--- config.mk ---
export PLATFORM = sky130hd
export DESIGN_NAME = calendar_date_difference_top
export DESIGN_NICKNAME = d
export VERILOG_FILES = /design/src/sv/cdd_pkg.sv /design/src/sv/calendar_date_difference_top.sv /design/src/sv/cdd_date_unit.sv
export SDC_FILE = /design/constraint.sdc
export NUM_CORES = 2
export LEC_CHECK = 0
export ABC_AREA = 1
export BUFFER_PORTS_ARGS = -buffer_cell sky130_fd_sc_hd__buf_2
export CORE_MARGIN = 1
export CORE_UTILIZATION = 60
export CTS_BUF_LIST = sky130_fd_sc_hd__clkbuf_4 sky130_fd_sc_hd__clkbuf_8 sky130_fd_sc_hd__clkbuf_16
export DETAILED_ROUTE_END_ITERATION = 10
export MAX_ROUTING_LAYER = met4
export PLACE_DENSITY = 0.76
export SLEW_MARGIN = 15
export SYNTH_ARGS = -nofsm -noshare
export SYNTH_HDL_FRONTEND = slang
export SYNTH_SLANG_ARGS = --single-unit
--- constraint.sdc ---
create_clock -name clk -period 5.2 [get_ports clk]
set_input_delay 0.52 -clock clk [delete_from_list [all_inputs] [get_ports clk]]
set_output_delay 0.52 -clock clk [all_outputs]
set_load 0.02 [all_outputs]
--- src/sv/cdd_pkg.sv ---
// cdd_pkg: shared widths, register indexes and month tables for the date difference block
// no dependencies; used by every file of the block through scoped names
`timescale 1ns / 1ps
`default_nettype none

package cdd_pkg;

    localparam int DAY_W       = 5;
    localparam int MONTH_W     = 4;
    localparam int YEAR_W      = 12;
    localparam int DAYNUM_W    = 21;
    localparam int PROD_W      = 25;
    localparam int CFG_IDX_W   = 1;
    localparam int CFG_W       = 12;
    localparam int IN_TDATA_W  = 48;
    localparam int OUT_TDATA_W = 24;

    localparam logic [CFG_IDX_W-1:0] REG_MIN_YEAR = 1'b0;
    localparam logic [CFG_IDX_W-1:0] REG_MAX_YEAR = 1'b1;

    localparam logic [YEAR_W-1:0] MIN_YEAR_RST = 12'd1900;
    localparam logic [YEAR_W-1:0] MAX_YEAR_RST = 12'd2100;

    // floor(x * 5243 / 2^19) equals floor(x / 100) for every x below 43699
    localparam logic [PROD_W-1:0] RECIP_100 = 25'd5243;

    // load enables of the three arithmetic stages
    typedef struct packed {
        logic s1;
        logic s2;
        logic s3;
    } stage_en_t;

    // days of all months before month m; codes past twelve count the whole year
    function automatic logic [8:0] months_before(input logic [MONTH_W-1:0] m);
        logic [8:0] r;
        unique case (m)
            4'd0, 4'd1: r = 9'd0;
            4'd2:       r = 9'd31;
            4'd3:       r = 9'd59;
            4'd4:       r = 9'd90;
            4'd5:       r = 9'd120;
            4'd6:       r = 9'd151;
            4'd7:       r = 9'd181;
            4'd8:       r = 9'd212;
            4'd9:       r = 9'd243;
            4'd10:      r = 9'd273;
            4'd11:      r = 9'd304;
            4'd12:      r = 9'd334;
            default:    r = 9'd365;
        endcase
        return r;
    endfunction

    function automatic logic [DAY_W-1:0] month_len(input logic [MONTH_W-1:0] m,
                                                   input logic leap);
        logic [DAY_W-1:0] r;
        unique case (m)
            4'd2:                     r = leap ? 5'd29 : 5'd28;
            4'd4, 4'd6, 4'd9, 4'd11:  r = 5'd30;
            default:                  r = 5'd31;
        endcase
        return r;
    endfunction

endpackage

`default_nettype wire

--- src/sv/calendar_date_difference_top.sv ---
// path: a request passes the stage registers s1, s2 and s3, then the output register
// throughput: one date pair per cycle; a stage takes new data whenever the one after it
// is empty or moving, so output back pressure only stalls once all stages are full
// reset: valid bits clear at once, min_year returns to 1900 and max_year to 2100
// calendar_date_difference_top: handshake, config registers, ordering and difference stage
// depends on cdd_pkg and cdd_date_unit
`timescale 1ns / 1ps
`default_nettype none

module calendar_date_difference_top (
    input  wire logic                              clk,
    input  wire logic                              rst_n,
    input  wire logic                              s_axis_tvalid,
    output logic                                   s_axis_tready,
    // day_a[4:0] month_a[8:5] year_a[20:9] day_b[25:21] month_b[29:26] year_b[41:30]
    input  wire logic [cdd_pkg::IN_TDATA_W-1:0]    s_axis_tdata,
    output logic                                   m_axis_tvalid,
    input  wire logic                              m_axis_tready,
    // days_apart[20:0] a_before_b[21] a_valid[22] b_valid[23]
    output logic      [cdd_pkg::OUT_TDATA_W-1:0]   m_axis_tdata,
    input  wire logic                              cfg_we,
    input  wire logic [cdd_pkg::CFG_IDX_W-1:0]     cfg_addr,
    input  wire logic [cdd_pkg::CFG_W-1:0]         cfg_wdata
);

    logic [cdd_pkg::YEAR_W-1:0] min_year_reg, max_year_reg;

    always_ff @(posedge clk or negedge rst_n)
    begin
        if (!rst_n)
        begin
            min_year_reg <= cdd_pkg::MIN_YEAR_RST;
            max_year_reg <= cdd_pkg::MAX_YEAR_RST;
        end
        else if (cfg_we)
        begin
            unique case (cfg_addr)
                cdd_pkg::REG_MIN_YEAR: min_year_reg <= cfg_wdata;
                cdd_pkg::REG_MAX_YEAR: max_year_reg <= cfg_wdata;
                default: ;
            endcase
        end
    end

    // input fields
    logic [cdd_pkg::DAY_W-1:0]   day_a, day_b;
    logic [cdd_pkg::MONTH_W-1:0] month_a, month_b;
    logic [cdd_pkg::YEAR_W-1:0]  year_a, year_b;

    assign day_a   = s_axis_tdata[4:0];
    assign month_a = s_axis_tdata[8:5];
    assign year_a  = s_axis_tdata[20:9];
    assign day_b   = s_axis_tdata[25:21];
    assign month_b = s_axis_tdata[29:26];
    assign year_b  = s_axis_tdata[41:30];

    // per-stage valid bits and ready chain
    logic v1_reg, v2_reg, v3_reg, out_valid_reg;
    logic rdy2, rdy3, rdy_out;
    cdd_pkg::stage_en_t en;

    assign rdy_out       = !out_valid_reg || m_axis_tready;
    assign rdy3          = !v3_reg || rdy_out;
    assign rdy2          = !v2_reg || rdy3;
    assign s_axis_tready = !v1_reg || rdy2;

    assign en.s1 = s_axis_tready;
    assign en.s2 = rdy2;
    assign en.s3 = rdy3;

    always_ff @(posedge clk or negedge rst_n)
    begin
        if (!rst_n)
        begin
            v1_reg        <= 1'b0;
            v2_reg        <= 1'b0;
            v3_reg        <= 1'b0;
            out_valid_reg <= 1'b0;
        end
        else
        begin
            if (en.s1)
                v1_reg <= s_axis_tvalid;
            if (en.s2)
                v2_reg <= v1_reg;
            if (en.s3)
                v3_reg <= v2_reg;
            if (rdy_out)
                out_valid_reg <= v3_reg;
        end
    end

    // field-wise ordering travels beside the date units
    logic before1_reg, before2_reg, before3_reg;

    always_ff @(posedge clk)
    begin
        if (en.s1)
            before1_reg <= {year_a, month_a, day_a} < {year_b, month_b, day_b};
        if (en.s2)
            before2_reg <= before1_reg;
        if (en.s3)
            before3_reg <= before2_reg;
    end

    logic [cdd_pkg::DAYNUM_W-1:0] num_a, num_b;
    logic                         ok_a, ok_b;

    cdd_date_unit u_date_a (
        .clk      (clk),
        .en       (en),
        .day      (day_a),
        .month    (month_a),
        .year     (year_a),
        .min_year (min_year_reg),
        .max_year (max_year_reg),
        .day_num  (num_a),
        .date_ok  (ok_a)
    );

    cdd_date_unit u_date_b (
        .clk      (clk),
        .en       (en),
        .day      (day_b),
        .month    (month_b),
        .year     (year_b),
        .min_year (min_year_reg),
        .max_year (max_year_reg),
        .day_num  (num_b),
        .date_ok  (ok_b)
    );

    // output register: absolute difference
    logic [cdd_pkg::DAYNUM_W-1:0] days_reg, days_next;
    logic                         before_reg, a_ok_reg, b_ok_reg;

    assign days_next = (num_a > num_b) ? (num_a - num_b) : (num_b - num_a);

    always_ff @(posedge clk)
    begin
        if (rdy_out)
        begin
            days_reg   <= days_next;
            before_reg <= before3_reg;
            a_ok_reg   <= ok_a;
            b_ok_reg   <= ok_b;
        end
    end

    assign m_axis_tvalid = out_valid_reg;
    assign m_axis_tdata  = {b_ok_reg, a_ok_reg, before_reg, days_reg};

endmodule

`default_nettype wire

--- src/sv/cdd_date_unit.sv ---
// cdd_date_unit: three-stage day number and validity pipeline for one date
// depends on cdd_pkg; stage loads are driven by the top level handshake
`timescale 1ns / 1ps
`default_nettype none

module cdd_date_unit (
    input  wire logic                          clk,
    input  wire cdd_pkg::stage_en_t            en,
    input  wire logic [cdd_pkg::DAY_W-1:0]     day,
    input  wire logic [cdd_pkg::MONTH_W-1:0]   month,
    input  wire logic [cdd_pkg::YEAR_W-1:0]    year,
    input  wire logic [cdd_pkg::YEAR_W-1:0]    min_year,
    input  wire logic [cdd_pkg::YEAR_W-1:0]    max_year,
    output logic      [cdd_pkg::DAYNUM_W-1:0]  day_num,
    output logic                               date_ok
);

    // stage 1: constant products and range checks
    logic [cdd_pkg::DAY_W-1:0]    d1_reg;
    logic [cdd_pkg::MONTH_W-1:0]  m1_reg;
    logic [cdd_pkg::YEAR_W-1:0]   y1_reg;
    logic [cdd_pkg::DAYNUM_W-1:0] y365_reg, y365_next;
    logic [cdd_pkg::PROD_W-1:0]   py_reg, py_next;
    logic [cdd_pkg::PROD_W-1:0]   p99_reg, p99_next;
    logic [cdd_pkg::PROD_W-1:0]   p399_reg, p399_next;
    logic                         ok1_reg, ok1_next;
    logic [cdd_pkg::YEAR_W:0]     sum99, sum399;

    always_comb
    begin
        sum99     = {1'b0, year} + 13'd99;
        sum399    = {1'b0, year} + 13'd399;
        y365_next = cdd_pkg::DAYNUM_W'({9'b0, year} * 21'd365);
        py_next   = {12'b0, 1'b0, year} * cdd_pkg::RECIP_100;
        p99_next  = {12'b0, sum99} * cdd_pkg::RECIP_100;
        p399_next = {12'b0, sum399} * cdd_pkg::RECIP_100;
        ok1_next  = (year >= min_year) && (year <= max_year)
                    && (month >= 4'd1) && (month <= 4'd12);
    end

    always_ff @(posedge clk)
    begin
        if (en.s1)
        begin
            d1_reg   <= day;
            m1_reg   <= month;
            y1_reg   <= year;
            y365_reg <= y365_next;
            py_reg   <= py_next;
            p99_reg  <= p99_next;
            p399_reg <= p399_next;
            ok1_reg  <= ok1_next;
        end
    end

    // stage 2: leap test and base day number
    logic [5:0]                   qy, q99;
    logic [3:0]                   q400;
    logic [cdd_pkg::YEAR_W:0]     sum3, qy100;
    logic                         div100, leap;
    logic [cdd_pkg::DAYNUM_W-1:0] base_reg, base_next;
    logic                         inc_reg, inc_next;
    logic [cdd_pkg::DAY_W-1:0]    d2_reg;
    logic [cdd_pkg::DAY_W-1:0]    mlen_reg, mlen_next;
    logic                         ok2_reg;

    always_comb
    begin
        qy     = py_reg[24:19];
        q99    = p99_reg[24:19];
        q400   = p399_reg[24:21];
        sum3   = {1'b0, y1_reg} + 13'd3;
        qy100  = 13'({7'b0, qy} * 13'd100);
        div100 = (qy100 == {1'b0, y1_reg});
        leap   = ((y1_reg[1:0] == 2'b00) && !div100) || (div100 && (qy[1:0] == 2'b00));
        // leap years before this one: ceil(y/4) - ceil(y/100) + ceil(y/400)
        base_next = y365_reg
                    + {10'b0, sum3[12:2]}
                    - {15'b0, q99}
                    + {17'b0, q400}
                    + {12'b0, cdd_pkg::months_before(m1_reg)};
        inc_next  = leap && (m1_reg > 4'd2);
        mlen_next = cdd_pkg::month_len(m1_reg, leap);
    end

    always_ff @(posedge clk)
    begin
        if (en.s2)
        begin
            base_reg <= base_next;
            inc_reg  <= inc_next;
            d2_reg   <= d1_reg;
            mlen_reg <= mlen_next;
            ok2_reg  <= ok1_reg;
        end
    end

    // stage 3: final day number and day check
    logic [cdd_pkg::DAYNUM_W-1:0] num_reg, num_next;
    logic                         ok3_reg, ok3_next;

    always_comb
    begin
        num_next = base_reg + {20'b0, inc_reg} + {16'b0, d2_reg};
        ok3_next = ok2_reg && (d2_reg != 5'd0) && (d2_reg <= mlen_reg);
    end

    always_ff @(posedge clk)
    begin
        if (en.s3)
        begin
            num_reg <= num_next;
            ok3_reg <= ok3_next;
        end
    end

    assign day_num = num_reg;
    assign date_ok = ok3_reg;

endmodule

`default_nettype wire

Yosys cells after proc, flatten, opt, wreduce, memory -nomap -nowiden
Memories as Yosys holds them, arrays and structs flattened. A register that Yosys moved wholly into a read port is not among the register bits.
Index checks and enable logic that the tools add are counted.
W data, S select, Z words.
{"block": "totals", "regBits": 401, "mem_count": 2, "out_inout_bits": 26, "mem_bits_ro": 288, "inputBits": 66, "elab_cells": 147}
{"name": "(no name shown)", "words": 16, "width": 9, "read_ports": 1, "rd_ports_with_merged_regs": 1, "wr": 0, "line": "cdd_pkg.sv:37", "source": "unique case (m)"}
{"name": "(no name shown)", "words": 16, "width": 9, "read_ports": 1, "rd_ports_with_merged_regs": 1, "wr": 0, "line": "cdd_pkg.sv:37"}
{"block": "classes", "order_cmp": 14, "n_mul": 10, "mux": 7, "bitwise": 1, "reduce_logical": 38, "n_eq_ne": 12, "n_addsub": 20}
{"cell": "$mul A13 B13 Y25 const B", "count": 4}
{"cell": "$mul A12 B13 Y25 const B", "count": 2}
{"cell": "$add A21 B1 Y21", "count": 2}
{"cell": "$add A21 B11 Y21", "count": 2}
{"cell": "$add A21 B4 Y21", "count": 2}
{"cell": "$add A21 B5 Y21", "count": 2}
{"cell": "$add A21 B9 Y21", "count": 2}
{"cell": "$mul A12 B9 Y21 const B", "count": 2}
{"cell": "$sub A21 B21 Y21", "count": 2}
{"cell": "$sub A21 B6 Y21", "count": 2}
{"cell": "$add A12 B2 Y13 const B", "count": 2}
{"cell": "$add A12 B7 Y13 const B", "count": 2}
{"cell": "$add A12 B9 Y13 const B", "count": 2}
{"cell": "$eq A13 B12 Y1", "count": 2}
{"cell": "$ge A12 B12 Y1", "count": 2}
{"cell": "$le A12 B12 Y1", "count": 2}
{"cell": "$mul A6 B5 Y11 const B", "count": 2}
{"cell": "$gt A21 B21 Y1", "count": 1}
{"cell": "$lt A21 B21 Y1", "count": 1}
{"cell": "$mux W21", "count": 1}
{"cell": "$pmux W5 S2", "count": 2}
{"cell": "$eq A4 B3 Y1 const B", "count": 4}
{"cell": "$eq A4 B4 Y1 const B", "count": 4}
{"cell": "$logic_and A1 B1 Y1", "count": 16}
{"cell": "other kinds (14)", "count": 37}

Longest topological paths before layout
{"block": "depth", "word_depth": 7, "ltp_mapped": 33, "mapped_depth_nobuf": 32}

Modules after synthesis
A second synthesis with hierarchy kept.
{"block": "hier_totals", "hier_cells": 5261, "area_unflattened_um2": 45179.6}
{"module": "cdd_date_unit at u_date_b", "area_per_inst_um2": 19931.6, "n_inst": 1, "cells_each": 2233}
{"module": "cdd_date_unit at u_date_a", "area_per_inst_um2": 19721.4, "n_inst": 1, "cells_each": 2198}
{"module": "calendar_date_difference_top", "area_per_inst_um2": 5526.6, "n_inst": 1, "cells_each": 830}

Worst setup path before layout
Ideal clock, no wire load.
{"block": "synth_timing", "kind": "in2reg", "from": "input s_axis_tdata[9] (netlist bit)", "to": "register u_date_a.p99_reg[23] (netlist bit) (data pin)", "n_path_buf": 0, "setup_slack_ns": -0.710, "arrival_time_ns": 5.657, "stages": 28, "path_cell_list": "inv_1 -> ha_1 -> nor2_1 -> nand3_1 -> nand2_1 -> a21oi_1 -> nor3_1 -> xor2_1 -> inv_1 -> ha_1 -> inv_1 -> fa_1 -> inv_1 -> fa_1 -> inv_1 -> fa_1 -> fa_1 -> inv_1 -> ha_1 -> nand4_1 -> nor3_1 -> nand2_1 -> nand3_1 -> nor2_1 -> o21ai_0 -> nand2_1 -> inv_1 -> nor2_1"}
{"block": "synth_between", "elab_chain_cells": 2}
{"element": "from (decl)", "line": "calendar_date_difference_top.sv:16", "source": "input wire logic [cdd_pkg::IN_TDATA_W-1:0] s_axis_tdata,"}
{"element": "$add A12 B7 Y13", "line": "cdd_date_unit.sv:31", "source": "sum99 = {1'b0, year} + 13'd99;"}
{"element": "$mul A13 B13 Y25", "line": "cdd_date_unit.sv:35", "source": "p99_next = {12'b0, sum99} * cdd_pkg::RECIP_100;"}
{"element": "named net u_date_a.p99_next, one bit", "line": "cdd_date_unit.sv:24", "source": "logic [cdd_pkg::PROD_W-1:0] p99_reg, p99_next;"}
{"element": "to (signal assigned)", "line": "cdd_date_unit.sv:50", "source": "p99_reg <= p99_next;"}
{"element": "to (decl)", "line": "cdd_date_unit.sv:24"}
The timed path passes the listed nets, and every way through them passes these cells.
A chain may end at the register's enable or synchronous reset.

Final worst setup path
{"block": "layout_timing", "from": "input s_axis_tdata[31] (netlist bit)", "to": "register u_date_b.p99_reg[23] (netlist bit) (data pin)"}
{"block": "layout_between", "elab_chain_cells": 2}
{"element": "$add A12 B7 Y13", "line": "cdd_date_unit.sv:31"}
{"element": "$mul A13 B13 Y25", "line": "cdd_date_unit.sv:35"}
{"element": "named net u_date_b.p99_next, one bit", "line": "cdd_date_unit.sv:24"}
{"element": "to (signal assigned)", "line": "cdd_date_unit.sv:50"}
{"element": "to (decl)", "line": "cdd_date_unit.sv:24"}
The timed path passes the listed nets, and every way through them passes these cells.

==> flow_metrics.tcl <==
set metrics [dict create \
    cp.arrival_ns 5.48 \
    drtAntennaViolNets 0 \
    clock_sinks 291 \
    clk_latency_ns 0.56 \
    overflow 0 \
    grt_pass1_vias 36300 \
    grt_use_total_pct 31.5 \
    slew_headroom_pct 32.8 \
    syn_area_per_cell_sq_um 8.68 \
    clock.fmax_mhz 193 \
    initialDrtViolationCount 1936 \
    violations "design-rule violations" \
    cts_tree "yes" \
    multi_input_area_sq_um 32700 \
    fin_area_sq_um 51800 \
    ys_seq_area_share_pct 18.9 \
    nNetsFinal 7028 \
    finClkSkew_ns 0.0153 \
    fillers 5575 \
    layout_common_cells "inv_1, ha_1, nand2_1, fa_1, buf_4" \
    rows 99 \
    netlist_instances 5140 \
    outcome "finished with violations" \
    hold_path.class "input pin to asynchronous set/reset pin" \
    io_buffers 85 \
    grt_pass1_wl_microns 182000 \
    syn_nets 6526 \
    placedInstanceArea_sq_um 49600 \
    final_hold_viol_count 0 \
    maxCapViolCount 0 \
    ys_ff_latch 291 \
    vias 35600 \
    critPathMaxStageDelay_ns 0.54 \
    criticalPathCategory "input pin to flop" \
    clkTransAtPathRegs_ns 0.06 \
    finalCritPeriodShare_pct 99.6 \
    coreArea_sq_um 73200 \
    clockRootBuffer "clkbuf_16" \
    crit_buf_inv 6 \
    cp_slowest_cell "fa_1" \
    wl_microns 114000 \
    holdBufCountCts 0 \
    antenna_found_initial 4 \
    rsz0062_at_grt "true" \
    slew_violations 0 \
    syn_area_sq_um 44600 \
    endpoint_kind "flop" \
    ys.warnings.count 0 \
    crit_family "adder cells" \
    layout_commonest_cell "inv_1" \
    clockBufferDepth 3 \
    hpwl_microns 97000 \
    synth_cell_type_count 65 \
    startpoint_type "input pin" \
    die_h_microns 275 \
    io_pins 92 \
    grt_max_degree 58 \
    period_needed_ns 5.18 \
    numCtsBuffers 35 \
    wire_per_inst_microns 17.2 \
    start_util_pct 60.9 \
    setup_viol 0 \
    cts-htree-levels 2 \
    crit_required_ns 5.50 \
    drive_above_1_share_pct 15.3 \
    drc_errors 20 \
    drt-pass1-iter-count 11 \
    area_growth_syn_to_layout_pct 16.1 \
    ff_latch_area_sq_um 8430 \
    cp_common_cell "fa_1" \
    viasPerCell 5.37 \
    crit_path_max_fanout 4 \
    place_congestion 0.959 \
    die_width_microns 275 \
    die_area_sq_um 75400 \
    tightest_slew_ns 1.01 \
]
-- worst paths after layout --
| kind | from | to | slack, ns | depth (start not counted) |
|---|---|---|---|---|
| min | rst_n | v3_reg$_DFFE_PN0P_ | 0.04 | 1 |
| max | s_axis_tdata[31] | u_date_b.p99_reg[23]$_DFFE_PP_ | 0.02 | 26 |
| max reg2reg | u_date_a.py_reg[0]$_DFFE_PP_ | u_date_a.base_reg[13]$_DFFE_PP_ | 0.34 | 16 |
| max in group asynchronous | rst_n | min_year_reg[4]$_DFFE_PN0P_ | 4.61 | 1 |
| min reg2reg | u_date_a.d1_reg[4]$_DFFE_PP_ | u_date_a.d2_reg[4]$_DFFE_PP_ | 0.42 | 0 |
| min in group clk | s_axis_tvalid | v1_reg$_DFFE_PN0P_ | 0.16 | 3 |
-- final cells by class --
type	instances	share of cell area (%)
Multi-Input combinational cell	3592	63.1
Sequential cell	291	16.3
Inverter	1229	8.96
Timing Repair Buffer	493	6.91
Tap cell	959	2.32
Clock buffer	42	1.82
Clock inverter	22	0.611
Antenna cell	5	0.0242
-- routing by layer --
layer / share of wire [%] / GRT usage, %
met1: 44 / 40.6
met5: 0 / -
met2: 48 / 52.0
met4: 3.1 / 8.89
met3: 5.3 / 4.08
-- cells by family (layout without fill, tap and decap cells) --
kind of cell,count (synthesis),count (layout),synth area share (%)
other cells,0,5,0
xor+xnor,236,236,4.67
buf+inv,1257,1786,10.8
simple gates,1415,1415,13.7
fa+ha+maj,1320,1320,44.0
flops,291,291,18.9
compound gates,621,621,7.95
-- synthesized netlist by cell type (all sizes together) --
cell | n | area [sq um]
a22oi | 2 | 15.0
dfstp | 11 | 289
or4 | 2 | 15.0
and3 | 1 | 6.26
a211oi | 7 | 52.6
a21o | 34 | 255
o21ai | 200 | 1050
o22ai | 1 | 6.26
nor3b | 2 | 15.0
ha | 905 | 11300
clkbuf | 8 | 32.5
and2 | 2 | 12.5
o2111ai | 5 | 43.8
a32oi | 1 | 8.76
a21oi | 274 | 1380
o211ai | 11 | 82.6
nand3b | 3 | 22.5
nor3 | 47 | 263
nand4 | 69 | 438
a21boi | 11 | 86.3
o21a | 17 | 128
o31ai | 11 | 82.6
nor2 | 284 | 1140
clkinv | 1 | 3.75
dfrtp | 17 | 425
o221a | 2 | 22.5
or2 | 16 | 100
o21bai | 32 | 248
nor4 | 24 | 165
a31oi | 13 | 81.3
edfxtp | 245 | 7360
dfxtp | 18 | 360
xnor2 | 65 | 569
xor2 | 171 | 1510
buf | 20 | 165
fa | 415 | 8310
nand3 | 171 | 866
nand2 | 794 | 3060
inv | 1228 | 4610
-- stage by stage --
stage                     instances  setup TNS, ns  utilization [%]  hold slack (ns)  worst slack (ns)
after global routing           6631          -2.09             70.8           0.0711            -0.220
after floorplan                5140          -2.86                -            0.224            -0.317
after global placement         6546          -8.66             67.8            0.402            -0.559
after detailed placement       6546         -10.72             67.8            0.405            -0.649
final                          6633              0             70.8           0.0395            0.0228
after CTS                      6610              0             69.6           0.0247            0.0144
-- repair_timing --
| action | CTS | global route |
|---|---|---|
| pin swaps | 0 | 133 |
| resized for setup | 5 | 158 |
| setup buffers | 0 | 19 |
| setup endpoints to repair | 3 | 20 |
Power is not shown: default switching activity piles up to over one toggle a cycle in this logic, so the estimate is an artifact.
